--- src/rtl/nrfs_pkg.sv ---
`timescale 1ns / 1ps
// ----------------------------------------------------------------------------
// nrfs_pkg
// Shared types and constants for the nearest-return follow steering block.
// ----------------------------------------------------------------------------
package nrfs_pkg;

    localparam int MAX_SAMPLES_DEF = 1024;
    localparam int ADDR_W          = 5;

    // Register indexes on the APB port; register i sits at byte address 4*i.
    typedef enum logic [2:0] {
        REG_RANGE_LOWER   = 3'd0,
        REG_RANGE_UPPER   = 3'd1,
        REG_START_ANGLE   = 3'd2,
        REG_ANGLE_STEP    = 3'd3,
        REG_STOP_DISTANCE = 3'd4,
        REG_LINEAR_GAIN   = 3'd5,
        REG_ANGULAR_GAIN  = 3'd6
    } t_reg_idx;

    // Kind of steering command carried by a result transaction.
    typedef enum logic [1:0] {
        KIND_STOP   = 2'd0,
        KIND_ROTATE = 2'd1,
        KIND_DRIVE  = 2'd2
    } t_kind;

    // Register file contents as seen by the datapath.
    typedef struct packed {
        logic [15:0]        range_lower;
        logic [15:0]        range_upper;
        logic signed [19:0] start_angle;
        logic [15:0]        angle_step;
        logic [15:0]        stop_distance;
        logic [15:0]        linear_gain;
        logic [15:0]        angular_gain;
    } t_cfg;

    // Hand-off from the scan tracker to the command unit at scan end.
    typedef struct packed {
        logic start;
        logic found;
    } t_launch;

endpackage

--- src/rtl/nrfs_apb.sv ---
`timescale 1ns / 1ps
// ----------------------------------------------------------------------------
// nrfs_apb
// APB register file holding the steering configuration.
// ----------------------------------------------------------------------------
module nrfs_apb (
    input  logic                          i_clk,
    input  logic                          i_rst_n,
    input  logic                          psel,
    input  logic                          penable,
    input  logic                          pwrite,
    input  logic [nrfs_pkg::ADDR_W-1:0]   paddr,
    input  logic [31:0]                   pwdata,
    output logic [31:0]                   prdata,
    output logic                          pready,
    output nrfs_pkg::t_cfg                o_cfg
);

    localparam logic [15:0]        RST_RANGE_LOWER   = 16'd0;
    localparam logic [15:0]        RST_RANGE_UPPER   = 16'd65535;
    localparam logic signed [19:0] RST_START_ANGLE   = -20'sd205887;
    localparam logic [15:0]        RST_ANGLE_STEP    = 16'd1144;
    localparam logic [15:0]        RST_STOP_DISTANCE = 16'd1000;
    localparam logic [15:0]        RST_LINEAR_GAIN   = 16'd1311;
    localparam logic [15:0]        RST_ANGULAR_GAIN  = 16'd5243;

    nrfs_pkg::t_cfg     r_cfg;
    nrfs_pkg::t_reg_idx w_idx;
    logic               w_wr;

    assign w_idx  = nrfs_pkg::t_reg_idx'(paddr[nrfs_pkg::ADDR_W-1:2]);
    assign w_wr   = psel & penable & pwrite;
    assign pready = 1'b1;
    assign o_cfg  = r_cfg;

    always_ff @(posedge i_clk) begin
        if (!i_rst_n) begin
            r_cfg.range_lower   <= RST_RANGE_LOWER;
            r_cfg.range_upper   <= RST_RANGE_UPPER;
            r_cfg.start_angle   <= RST_START_ANGLE;
            r_cfg.angle_step    <= RST_ANGLE_STEP;
            r_cfg.stop_distance <= RST_STOP_DISTANCE;
            r_cfg.linear_gain   <= RST_LINEAR_GAIN;
            r_cfg.angular_gain  <= RST_ANGULAR_GAIN;
        end else if (w_wr) begin
            case (w_idx)
                nrfs_pkg::REG_RANGE_LOWER:   r_cfg.range_lower   <= pwdata[15:0];
                nrfs_pkg::REG_RANGE_UPPER:   r_cfg.range_upper   <= pwdata[15:0];
                nrfs_pkg::REG_START_ANGLE:   r_cfg.start_angle   <= pwdata[19:0];
                nrfs_pkg::REG_ANGLE_STEP:    r_cfg.angle_step    <= pwdata[15:0];
                nrfs_pkg::REG_STOP_DISTANCE: r_cfg.stop_distance <= pwdata[15:0];
                nrfs_pkg::REG_LINEAR_GAIN:   r_cfg.linear_gain   <= pwdata[15:0];
                nrfs_pkg::REG_ANGULAR_GAIN:  r_cfg.angular_gain  <= pwdata[15:0];
                default: ;
            endcase
        end
    end

    always_comb begin
        case (w_idx)
            nrfs_pkg::REG_RANGE_LOWER:   prdata = {16'h0, r_cfg.range_lower};
            nrfs_pkg::REG_RANGE_UPPER:   prdata = {16'h0, r_cfg.range_upper};
            nrfs_pkg::REG_START_ANGLE:   prdata = {{12{r_cfg.start_angle[19]}},
                                                   r_cfg.start_angle};
            nrfs_pkg::REG_ANGLE_STEP:    prdata = {16'h0, r_cfg.angle_step};
            nrfs_pkg::REG_STOP_DISTANCE: prdata = {16'h0, r_cfg.stop_distance};
            nrfs_pkg::REG_LINEAR_GAIN:   prdata = {16'h0, r_cfg.linear_gain};
            nrfs_pkg::REG_ANGULAR_GAIN:  prdata = {16'h0, r_cfg.angular_gain};
            default:                     prdata = 32'h0;
        endcase
    end

endmodule

--- src/rtl/nrfs_scan.sv ---
`timescale 1ns / 1ps
// ----------------------------------------------------------------------------
// nrfs_scan
// Streaming tracker of the nearest in-window range sample of one scan.
// ----------------------------------------------------------------------------
module nrfs_scan #(
    parameter int MAX_SAMPLES = nrfs_pkg::MAX_SAMPLES_DEF
) (
    input  logic                           i_clk,
    input  logic                           i_rst_n,
    input  logic                           i_valid,
    output logic                           o_stall,
    input  logic [15:0]                    i_range_sample,
    input  logic                           i_last_sample,
    input  nrfs_pkg::t_cfg                 i_cfg,
    input  logic                           i_busy,
    output nrfs_pkg::t_launch              o_launch,
    output logic [15:0]                    o_best_range,
    output logic [$clog2(MAX_SAMPLES)-1:0] o_best_pos
);

    localparam int IW = $clog2(MAX_SAMPLES);
    localparam int PW = $clog2(MAX_SAMPLES + 1);

    logic [15:0]   r_best_range;
    logic [IW-1:0] r_best_pos;
    logic [PW-1:0] r_pos;
    logic          r_found;

    logic [15:0]   n_best_range;
    logic [IW-1:0] n_best_pos;
    logic          n_found;
    logic          w_accept;
    logic          w_hit;

    // Only the closing sample has to wait for the command unit.
    assign o_stall  = i_last_sample & i_busy;
    assign w_accept = i_valid & ~o_stall;

    assign w_hit = (r_pos < PW'(MAX_SAMPLES))
                && (i_range_sample > i_cfg.range_lower)
                && (i_range_sample < i_cfg.range_upper)
                && (!r_found || (i_range_sample < r_best_range));

    always_comb begin
        n_best_range = r_best_range;
        n_best_pos   = r_best_pos;
        n_found      = r_found;
        if (w_hit) begin
            n_best_range = i_range_sample;
            n_best_pos   = r_pos[IW-1:0];
            n_found      = 1'b1;
        end
    end

    assign o_launch.start = w_accept & i_last_sample;
    assign o_launch.found = n_found;
    assign o_best_range   = n_best_range;
    assign o_best_pos     = n_best_pos;

    always_ff @(posedge i_clk) begin
        if (!i_rst_n) begin
            r_best_range <= '0;
            r_best_pos   <= '0;
            r_pos        <= '0;
            r_found      <= 1'b0;
        end else if (w_accept) begin
            if (i_last_sample) begin
                r_best_range <= '0;
                r_best_pos   <= '0;
                r_pos        <= '0;
                r_found      <= 1'b0;
            end else begin
                r_best_range <= n_best_range;
                r_best_pos   <= n_best_pos;
                r_found      <= n_found;
                if (r_pos < PW'(MAX_SAMPLES)) begin
                    r_pos <= r_pos + PW'(1);
                end
            end
        end
    end

    a_pos_bound: assert property (@(posedge i_clk) disable iff (!i_rst_n)
        r_pos <= PW'(MAX_SAMPLES))
        else $error("sample position ran past the scan limit");

    a_scan_clear: assert property (@(posedge i_clk) disable iff (!i_rst_n)
        (w_accept && i_last_sample) |=> (r_pos == '0 && !r_found))
        else $error("scan state not cleared after the closing sample");

endmodule

--- src/rtl/nrfs_cmd.sv ---
`timescale 1ns / 1ps
// ----------------------------------------------------------------------------
// nrfs_cmd
// Bit-serial command unit: turn angle, angular speed and linear speed.
// ----------------------------------------------------------------------------
module nrfs_cmd #(
    parameter int MAX_SAMPLES = nrfs_pkg::MAX_SAMPLES_DEF
) (
    input  logic                           i_clk,
    input  logic                           i_rst_n,
    input  nrfs_pkg::t_cfg                 i_cfg,
    input  nrfs_pkg::t_launch              i_launch,
    input  logic [15:0]                    i_best_range,
    input  logic [$clog2(MAX_SAMPLES)-1:0] i_best_pos,
    output logic                           o_busy,
    output logic                           o_valid,
    input  logic                           i_stall,
    output logic [23:0]                    o_linear_speed,
    output logic signed [23:0]             o_angular_speed,
    output logic [1:0]                     o_command_kind,
    output logic [9:0]                     o_nearest_index
);

    localparam int IW     = $clog2(MAX_SAMPLES);
    localparam int PROD_W = 16 + IW;
    // The start angle plus the product can carry one bit past the wider term.
    localparam int TURN_W = ((PROD_W > 20) ? PROD_W : 20) + 2;
    localparam int MAG_W  = TURN_W - 1;
    localparam int ACC_W  = MAG_W + 16;
    localparam int NUM_W  = ((MAG_W - 1 > 32) ? (MAG_W - 1) : 32) + 1;
    localparam int AM_W   = (MAG_W > 24) ? MAG_W : 25;
    localparam int CNT_W  = $clog2(NUM_W);

    localparam logic [23:0]     LIN_MAX = 24'hFFFFFF;
    localparam logic [23:0]     ANG_MAX = 24'h7FFFFF;
    localparam logic [23:0]     ANG_MIN = 24'h800000;
    localparam logic [AM_W-1:0] AM_LIM  = AM_W'(24'h800000);

    typedef enum logic [2:0] {
        S_IDLE,
        S_MPOS,
        S_TURN,
        S_MGAIN,
        S_ANG,
        S_DIV,
        S_LIN
    } t_state;

    t_state           r_state;
    logic [CNT_W-1:0] r_cnt;
    logic [ACC_W-1:0] r_acc;
    logic [ACC_W-1:0] r_mcand;
    logic [15:0]      r_mplier;
    logic             r_neg;
    logic [MAG_W-1:0] r_mag;
    logic [NUM_W-1:0] r_num;
    logic [MAG_W-1:0] r_rem;
    logic [15:0]      r_best_range;
    logic [IW-1:0]    r_best_pos;
    logic             r_out_valid;
    logic [23:0]      r_lin;
    logic [23:0]      r_ang;
    nrfs_pkg::t_kind  r_kind;
    logic [9:0]       r_idx;

    logic [ACC_W-1:0]  w_sum;
    logic [TURN_W-1:0] w_turn;
    logic [TURN_W-1:0] w_turn_abs;
    logic [ACC_W-1:0]  w_rnd;
    logic [AM_W-1:0]   w_am;
    logic [AM_W-1:0]   w_am_neg;
    logic [23:0]       w_ang;
    logic [NUM_W-1:0]  w_num;
    logic [MAG_W:0]    w_trial;
    logic [MAG_W:0]    w_diff;
    logic              w_ge;

    // Shift-add multiplier: one multiplier bit per cycle.
    assign w_sum = r_acc + r_mcand;

    assign w_turn = {{(TURN_W - 20){i_cfg.start_angle[19]}}, i_cfg.start_angle}
                  + {1'b0, r_acc[MAG_W-1:0]};
    assign w_turn_abs = w_turn[TURN_W-1] ? (~w_turn + TURN_W'(1)) : w_turn;

    // Round half away from zero on the magnitude, then restore the sign.
    assign w_rnd    = r_acc + ACC_W'(32768);
    assign w_am     = AM_W'(w_rnd[ACC_W-1:16]);
    assign w_am_neg = ~w_am + AM_W'(1);

    always_comb begin
        if (r_neg) begin
            w_ang = (w_am > AM_LIM) ? ANG_MIN : w_am_neg[23:0];
        end else begin
            w_ang = (w_am >= AM_LIM) ? ANG_MAX : w_am[23:0];
        end
    end

    // Half the divisor is added up front so the quotient rounds to nearest.
    assign w_num = NUM_W'({i_cfg.linear_gain, 16'h0}) + NUM_W'(r_mag >> 1);

    // Restoring divider: one quotient bit per cycle, shifted into r_num.
    assign w_trial = {r_rem, r_num[NUM_W-1]};
    assign w_ge    = (w_trial >= {1'b0, r_mag});
    assign w_diff  = w_trial - {1'b0, r_mag};

    assign o_busy          = (r_state != S_IDLE) || r_out_valid;
    assign o_valid         = r_out_valid;
    assign o_linear_speed  = r_lin;
    assign o_angular_speed = r_ang;
    assign o_command_kind  = r_kind;
    assign o_nearest_index = r_idx;

    always_ff @(posedge i_clk) begin
        if (!i_rst_n) begin
            r_state     <= S_IDLE;
            r_out_valid <= 1'b0;
            r_kind      <= nrfs_pkg::KIND_STOP;
            r_lin       <= '0;
            r_ang       <= '0;
            r_idx       <= '0;
        end else begin
            if (r_out_valid && !i_stall) begin
                r_out_valid <= 1'b0;
            end
            case (r_state)
                S_IDLE: begin
                    if (i_launch.start) begin
                        r_best_range <= i_best_range;
                        r_best_pos   <= i_best_pos;
                        if (i_launch.found) begin
                            r_acc    <= '0;
                            r_mcand  <= ACC_W'(i_cfg.angle_step);
                            r_mplier <= 16'(i_best_pos);
                            r_cnt    <= CNT_W'(IW - 1);
                            r_state  <= S_MPOS;
                        end else begin
                            r_lin       <= '0;
                            r_ang       <= '0;
                            r_kind      <= nrfs_pkg::KIND_STOP;
                            r_idx       <= '0;
                            r_out_valid <= 1'b1;
                        end
                    end
                end
                S_MPOS, S_MGAIN: begin
                    if (r_mplier[0]) begin
                        r_acc <= w_sum;
                    end
                    r_mcand  <= r_mcand << 1;
                    r_mplier <= r_mplier >> 1;
                    r_cnt    <= r_cnt - CNT_W'(1);
                    if (r_cnt == '0) begin
                        r_state <= (r_state == S_MPOS) ? S_TURN : S_ANG;
                    end
                end
                S_TURN: begin
                    r_neg    <= w_turn[TURN_W-1];
                    r_mag    <= w_turn_abs[MAG_W-1:0];
                    r_acc    <= '0;
                    r_mcand  <= ACC_W'(w_turn_abs[MAG_W-1:0]);
                    r_mplier <= i_cfg.angular_gain;
                    r_cnt    <= CNT_W'(15);
                    r_state  <= S_MGAIN;
                end
                S_ANG: begin
                    r_ang <= w_ang;
                    r_idx <= 10'(r_best_pos);
                    if (r_best_range <= i_cfg.stop_distance) begin
                        r_kind      <= nrfs_pkg::KIND_ROTATE;
                        r_lin       <= '0;
                        r_out_valid <= 1'b1;
                        r_state     <= S_IDLE;
                    end else if (r_mag == '0) begin
                        r_kind      <= nrfs_pkg::KIND_DRIVE;
                        r_lin       <= LIN_MAX;
                        r_out_valid <= 1'b1;
                        r_state     <= S_IDLE;
                    end else begin
                        r_kind  <= nrfs_pkg::KIND_DRIVE;
                        r_num   <= w_num;
                        r_rem   <= '0;
                        r_cnt   <= CNT_W'(NUM_W - 1);
                        r_state <= S_DIV;
                    end
                end
                S_DIV: begin
                    r_rem <= w_ge ? w_diff[MAG_W-1:0] : w_trial[MAG_W-1:0];
                    r_num <= {r_num[NUM_W-2:0], w_ge};
                    r_cnt <= r_cnt - CNT_W'(1);
                    if (r_cnt == '0) begin
                        r_state <= S_LIN;
                    end
                end
                S_LIN: begin
                    r_lin       <= (r_num > NUM_W'(LIN_MAX)) ? LIN_MAX : r_num[23:0];
                    r_out_valid <= 1'b1;
                    r_state     <= S_IDLE;
                end
                default: begin
                    r_state <= S_IDLE;
                end
            endcase
        end
    end

    a_out_only_idle: assert property (@(posedge i_clk) disable iff (!i_rst_n)
        r_out_valid |-> (r_state == S_IDLE))
        else $error("result presented while the command unit is still working");

    a_no_launch_busy: assert property (@(posedge i_clk) disable iff (!i_rst_n)
        i_launch.start |-> !o_busy)
        else $error("scan end launched into a busy command unit");

    a_stop_zero: assert property (@(posedge i_clk) disable iff (!i_rst_n)
        (r_out_valid && r_kind == nrfs_pkg::KIND_STOP)
            |-> (r_lin == '0 && r_ang == '0 && r_idx == '0))
        else $error("stop command carries nonzero fields");

endmodule

--- src/rtl/nearest_return_follow_steering.sv ---
`timescale 1ns / 1ps
// ----------------------------------------------------------------------------
// nearest_return_follow_steering
// Follows the nearest laser return: one steering command per scan.
// ----------------------------------------------------------------------------
// Throughput: one range sample per cycle; the closing sample of a scan waits
// only while the previous scan's command is still being computed or held.
// After the closing sample a stop command is presented in the next cycle. Rotate and
// drive pass the bit-serial multiplier twice (position by angle step, then turn by
// angular gain); a nonzero-turn drive adds the one-bit-per-cycle restoring divider.
// Reset (synchronous, active low) clears the scan state and loads default registers.
module nearest_return_follow_steering #(
    parameter int MAX_SAMPLES = nrfs_pkg::MAX_SAMPLES_DEF
) (
    input  logic                        i_clk,
    input  logic                        i_rst_n,
    input  logic                        i_valid,
    output logic                        o_stall,
    input  logic [15:0]                 i_range_sample,
    input  logic                        i_last_sample,
    output logic                        o_valid,
    input  logic                        i_stall,
    output logic [23:0]                 o_linear_speed,
    output logic signed [23:0]          o_angular_speed,
    output logic [1:0]                  o_command_kind,
    output logic [9:0]                  o_nearest_index,
    input  logic                        psel,
    input  logic                        penable,
    input  logic                        pwrite,
    input  logic [nrfs_pkg::ADDR_W-1:0] paddr,
    input  logic [31:0]                 pwdata,
    output logic [31:0]                 prdata,
    output logic                        pready
);

    localparam int IW = $clog2(MAX_SAMPLES);

    nrfs_pkg::t_cfg    w_cfg;
    nrfs_pkg::t_launch w_launch;
    logic [15:0]       w_best_range;
    logic [IW-1:0]     w_best_pos;
    logic              w_busy;

    nrfs_apb u_apb (
        .i_clk   (i_clk),
        .i_rst_n (i_rst_n),
        .psel    (psel),
        .penable (penable),
        .pwrite  (pwrite),
        .paddr   (paddr),
        .pwdata  (pwdata),
        .prdata  (prdata),
        .pready  (pready),
        .o_cfg   (w_cfg)
    );

    nrfs_scan #(
        .MAX_SAMPLES (MAX_SAMPLES)
    ) u_scan (
        .i_clk          (i_clk),
        .i_rst_n        (i_rst_n),
        .i_valid        (i_valid),
        .o_stall        (o_stall),
        .i_range_sample (i_range_sample),
        .i_last_sample  (i_last_sample),
        .i_cfg          (w_cfg),
        .i_busy         (w_busy),
        .o_launch       (w_launch),
        .o_best_range   (w_best_range),
        .o_best_pos     (w_best_pos)
    );

    nrfs_cmd #(
        .MAX_SAMPLES (MAX_SAMPLES)
    ) u_cmd (
        .i_clk           (i_clk),
        .i_rst_n         (i_rst_n),
        .i_cfg           (w_cfg),
        .i_launch        (w_launch),
        .i_best_range    (w_best_range),
        .i_best_pos      (w_best_pos),
        .o_busy          (w_busy),
        .o_valid         (o_valid),
        .i_stall         (i_stall),
        .o_linear_speed  (o_linear_speed),
        .o_angular_speed (o_angular_speed),
        .o_command_kind  (o_command_kind),
        .o_nearest_index (o_nearest_index)
    );

endmodule
--- config.mk ---
export PLATFORM = sky130hd
export DESIGN_NAME = nearest_return_follow_steering
export DESIGN_NICKNAME = d
export VERILOG_FILES = /design/src/rtl/nrfs_pkg.sv /design/src/rtl/nrfs_apb.sv /design/src/rtl/nrfs_scan.sv /design/src/rtl/nrfs_cmd.sv /design/src/rtl/nearest_return_follow_steering.sv
export SDC_FILE = /design/constraint.sdc
export NUM_CORES = 1
export LEC_CHECK = 0
export ABC_CLOCK_PERIOD_IN_PS = 9100
export BUFFER_PORTS_ARGS = -buffer_cell sky130_fd_sc_hd__buf_2
export CAP_MARGIN = 20
export CORE_ASPECT_RATIO = 1.75
export CORE_MARGIN = 5
export CORE_UTILIZATION = 60
export DETAILED_ROUTE_END_ITERATION = 12
export GPL_TIMING_DRIVEN = 1
export MAX_ROUTING_LAYER = met4
export PLACE_DENSITY = 0.79
export SLEW_MARGIN = 20
export SYNTH_ARGS = -nofsm -noshare
export SYNTH_HDL_FRONTEND = slang
export SYNTH_SLANG_ARGS = --single-unit
--- constraint.sdc ---
create_clock -name i_clk -period 9.1 [get_ports i_clk]
set_input_delay 0.91 -clock i_clk [delete_from_list [all_inputs] [get_ports i_clk]]
set_output_delay 0.91 -clock i_clk [all_outputs]
set_load 0.1 [all_outputs]
==> qor.csv <==
metric,value,unit
synthMostInstantiatedCell,nand2_1,
synth_commonest_cells,"nand2_1, a21oi_1, edfxtp_1, dfxtp_1, nor2_1",
yosys-top-cells-area,"edfxtp_1, dfxtp_1, ha_1",
layout_worst_path_cycle_share,49.56,%
antenna_found_initial,0,
regArea,11030,um2
routedWlPerCell,23.33,um
dp_hpwl,64270,um
cts_tree,done,
crit_path_max_incr_delay,840,ps
area_delta_synth_final,8.904,%
wl_met2,43180,um
die-area,50140,um2
clk_pin_slew,70,ps
cp.required,8190,ps
cts_root_buffer,clkbuf_16,
avgViaCountPerCell,6.550,
ctsResizeCount,0,
status,"complete, no violations",
crit_slowest_cell,nor2b_1,
timing.setup.tns,0,ps
numClockSinks,440,
synth_top_area_share,24.37,%
ant_nets,0,
wl,85470,um
synth_fp_nets,3247,
cpMostUsedCell,buf_2,
synth_area_per_cell,9.095,um2
yosysSeqAreaShare,40.32,%
vias,24000,
grt_usage,33.95,%
htree_num_levels,2,
die_w,171.4,um
drc,0,
synth_area,27360,um2
cp_max_fo,42,
dieHeight,292.5,um
synth_edf_count,222,
postCtsSetupBuffers,0,
grt_pass1_vias,23710,
ys_types,85,
drive_gt1_share,11.37,%
syn_inst,3008,
multiInputGateArea,15100,um2
slew_viol_final,0,
yosysWarnings,0,
path_class,in2out,
hold_viol,0,
port_buffers,140,
place_inst,3583,
firstDrtPassIters,7,
worst_pin_slew,1109,ps
p_leak,11.98,nW
cts_buffers,43,
wl_met1,28850,um
ys_seq_elements,440,
io_pins,156,
max-cap-violations,0,
cts_hold_buf,0,
rsz0062_at_grt,no,
wl_met3,4985,um
place.gp.congestion,1.004,
fillCellCount,3663,
instances_no_fill,3664,
rows,103,
power,6.587,mW
top_layer_used,met4,
yosys_most_used_dff,edfxtp_1,
core_area,45110,um2
skew,22.86,ps
fmax,221.7,MHz
crit_path_cell_trace,buf_2 -> buf_4 -> nor2b_1 -> nand2_1 -> o21ai_0 -> mux2_2 -> buf_2,
clk_latency,580,ps
min_path_type,reg2reg,
first_iter_violations,1953,
initial_utilization,60.65,%
cts_buffer_depth,3,
finalSetupViolCount,0,
grt_max_degree,82,
layout.nets,3291,
synth_top_area_cell,edfxtp_1,
n_antenna_cell,0,
finalCriticalPeriod,4510,ps
vdd_drop_max,0.2284,mV
power_density,221.1,nW/um2
async_flop_share,0,%
critical_path_arrival,3600,ps
grt_overflow_total,0,
grt_first_pass_wirelength,129800,um
startpoint_type,primary input,
cp-end-kind,output pin,
maxSlewHeadroom,26.07,%
-- power by group --
| group | switching, mW | internal [mW] |
|---|---|---|
| registers | 0.187 | 2.34 |
| logic | 1.46 | 0.774 |
| clock network | 0.827 | 1.00 |
-- worst paths after layout --
path                             startpoint                   endpoint  slack [ps]  depth (start not counted)
setup / recovery                   paddr[2]                  prdata[2]        4590                          7
hold / removal    u_cmd.o_angular_speed[15]  u_cmd.o_angular_speed[15]         460                          1
setup reg to reg             u_cmd.r_mag[7]            u_cmd.r_rem[25]        4710                         11
hold reg to reg   u_cmd.o_angular_speed[15]  u_cmd.o_angular_speed[15]         460                          1
-- worst max-delay path: cells and delay by family --
| kind | cells | cell delay [ps] |
|---|---|---|
| AND/OR/NAND/NOR | 2 | 1000 |
| buffers and inverters | 3 | 940 |
| AO/OA/AOI/OAI | 1 | 420 |
| multiplexers | 1 | 290 |
-- placed cells by master, fill, tap and decap left out, drive strengths merged, types with 18 or more instances in the layout --
master / n
xnor2: 90
dfxtp: 218
nor2b: 30
and3: 27
a22o: 35
o211ai: 32
a21o: 75
mux2i: 56
nand2: 398
nand3: 100
buf: 166
edfxtp: 222
a22oi: 27
inv: 162
and2: 33
o221a: 26
nor2: 205
ha: 174
a211oi: 29
nand4: 38
a32o: 26
o21ai: 145
a21oi: 225
nor4: 23
a31oi: 18
nor3: 41
clkbuf: 61
xor2: 54
mux2: 30
o21a: 53
nand2b: 25
-- flip-flops by register name (all words and copies together) (netlist names) --
register and flops:
u_scan.r_pos 11, u_scan.r_best_pos 10, u_cmd.r_mplier 16, u_scan.r_found 1, u_cmd.o_linear_speed 24, u_cmd.r_best_range 16
u_cmd.o_command_kind 2, u_cmd.r_num 33, u_apb.o_cfg 116, u_cmd.r_neg 1, u_cmd.r_cnt 6, u_cmd.r_mag 27
u_cmd.o_nearest_index 10, u_cmd.o_valid 1, u_cmd.r_state 3, u_cmd.r_acc 43, u_cmd.r_mcand 43, u_cmd.r_rem 27
u_cmd.r_best_pos 10, u_cmd.o_angular_speed 24, u_scan.r_best_range 16
-- cell type report --
class	count	area share, %
Multi-Input combinational cell	2243	50.69
Sequential cell	440	37.02
Clock buffer	61	4.191
Timing Repair Buffer	166	3.040
Tap cell	577	2.423
Inverter	158	1.991
Clock inverter	19	0.6425
-- metal layers --
metal	GRT usage (%)	vias up
li1	-	11100
met1	34.17	11500
met2	58.69	1030
met3	4.037	374
met4	26.38	0
met5	-	-
-- through the flow --
| step | instance area [um2] | hold WS [ps] | util (%) | worst slack, ps |
|---|---|---|---|---|
| 2_1_floorplan | 27360 | 436.3 | - | 2833 |
| 3_3_place_gp | 28320 | 442.1 | 62.79 | 4312 |
| 3_5_place_dp | 28330 | 448.2 | 62.81 | 4260 |
| 4_1_cts | 29770 | 463.5 | 66.00 | 4740 |
| 5_1_grt | 29790 | 478.7 | 66.06 | 4466 |
| 6_report | 29790 | 456.9 | 66.06 | 4590 |
-- cells by family (layout without fill, tap and decap cells) --
kind of cell,Yosys count,in the layout,share of synthesized area [%]
buffers and inverters,325,404,4.820
adders and majority gates,178,178,8.250
xor gates and xnor gates,144,144,4.610
DFF,440,440,40.32
and+or+nand+nor,989,989,16.94
AOI/OAI and AO/OA,834,834,20.86
muxes,97,97,4.189
other,1,1,0.01371
(Power assumes the default switching activity.)
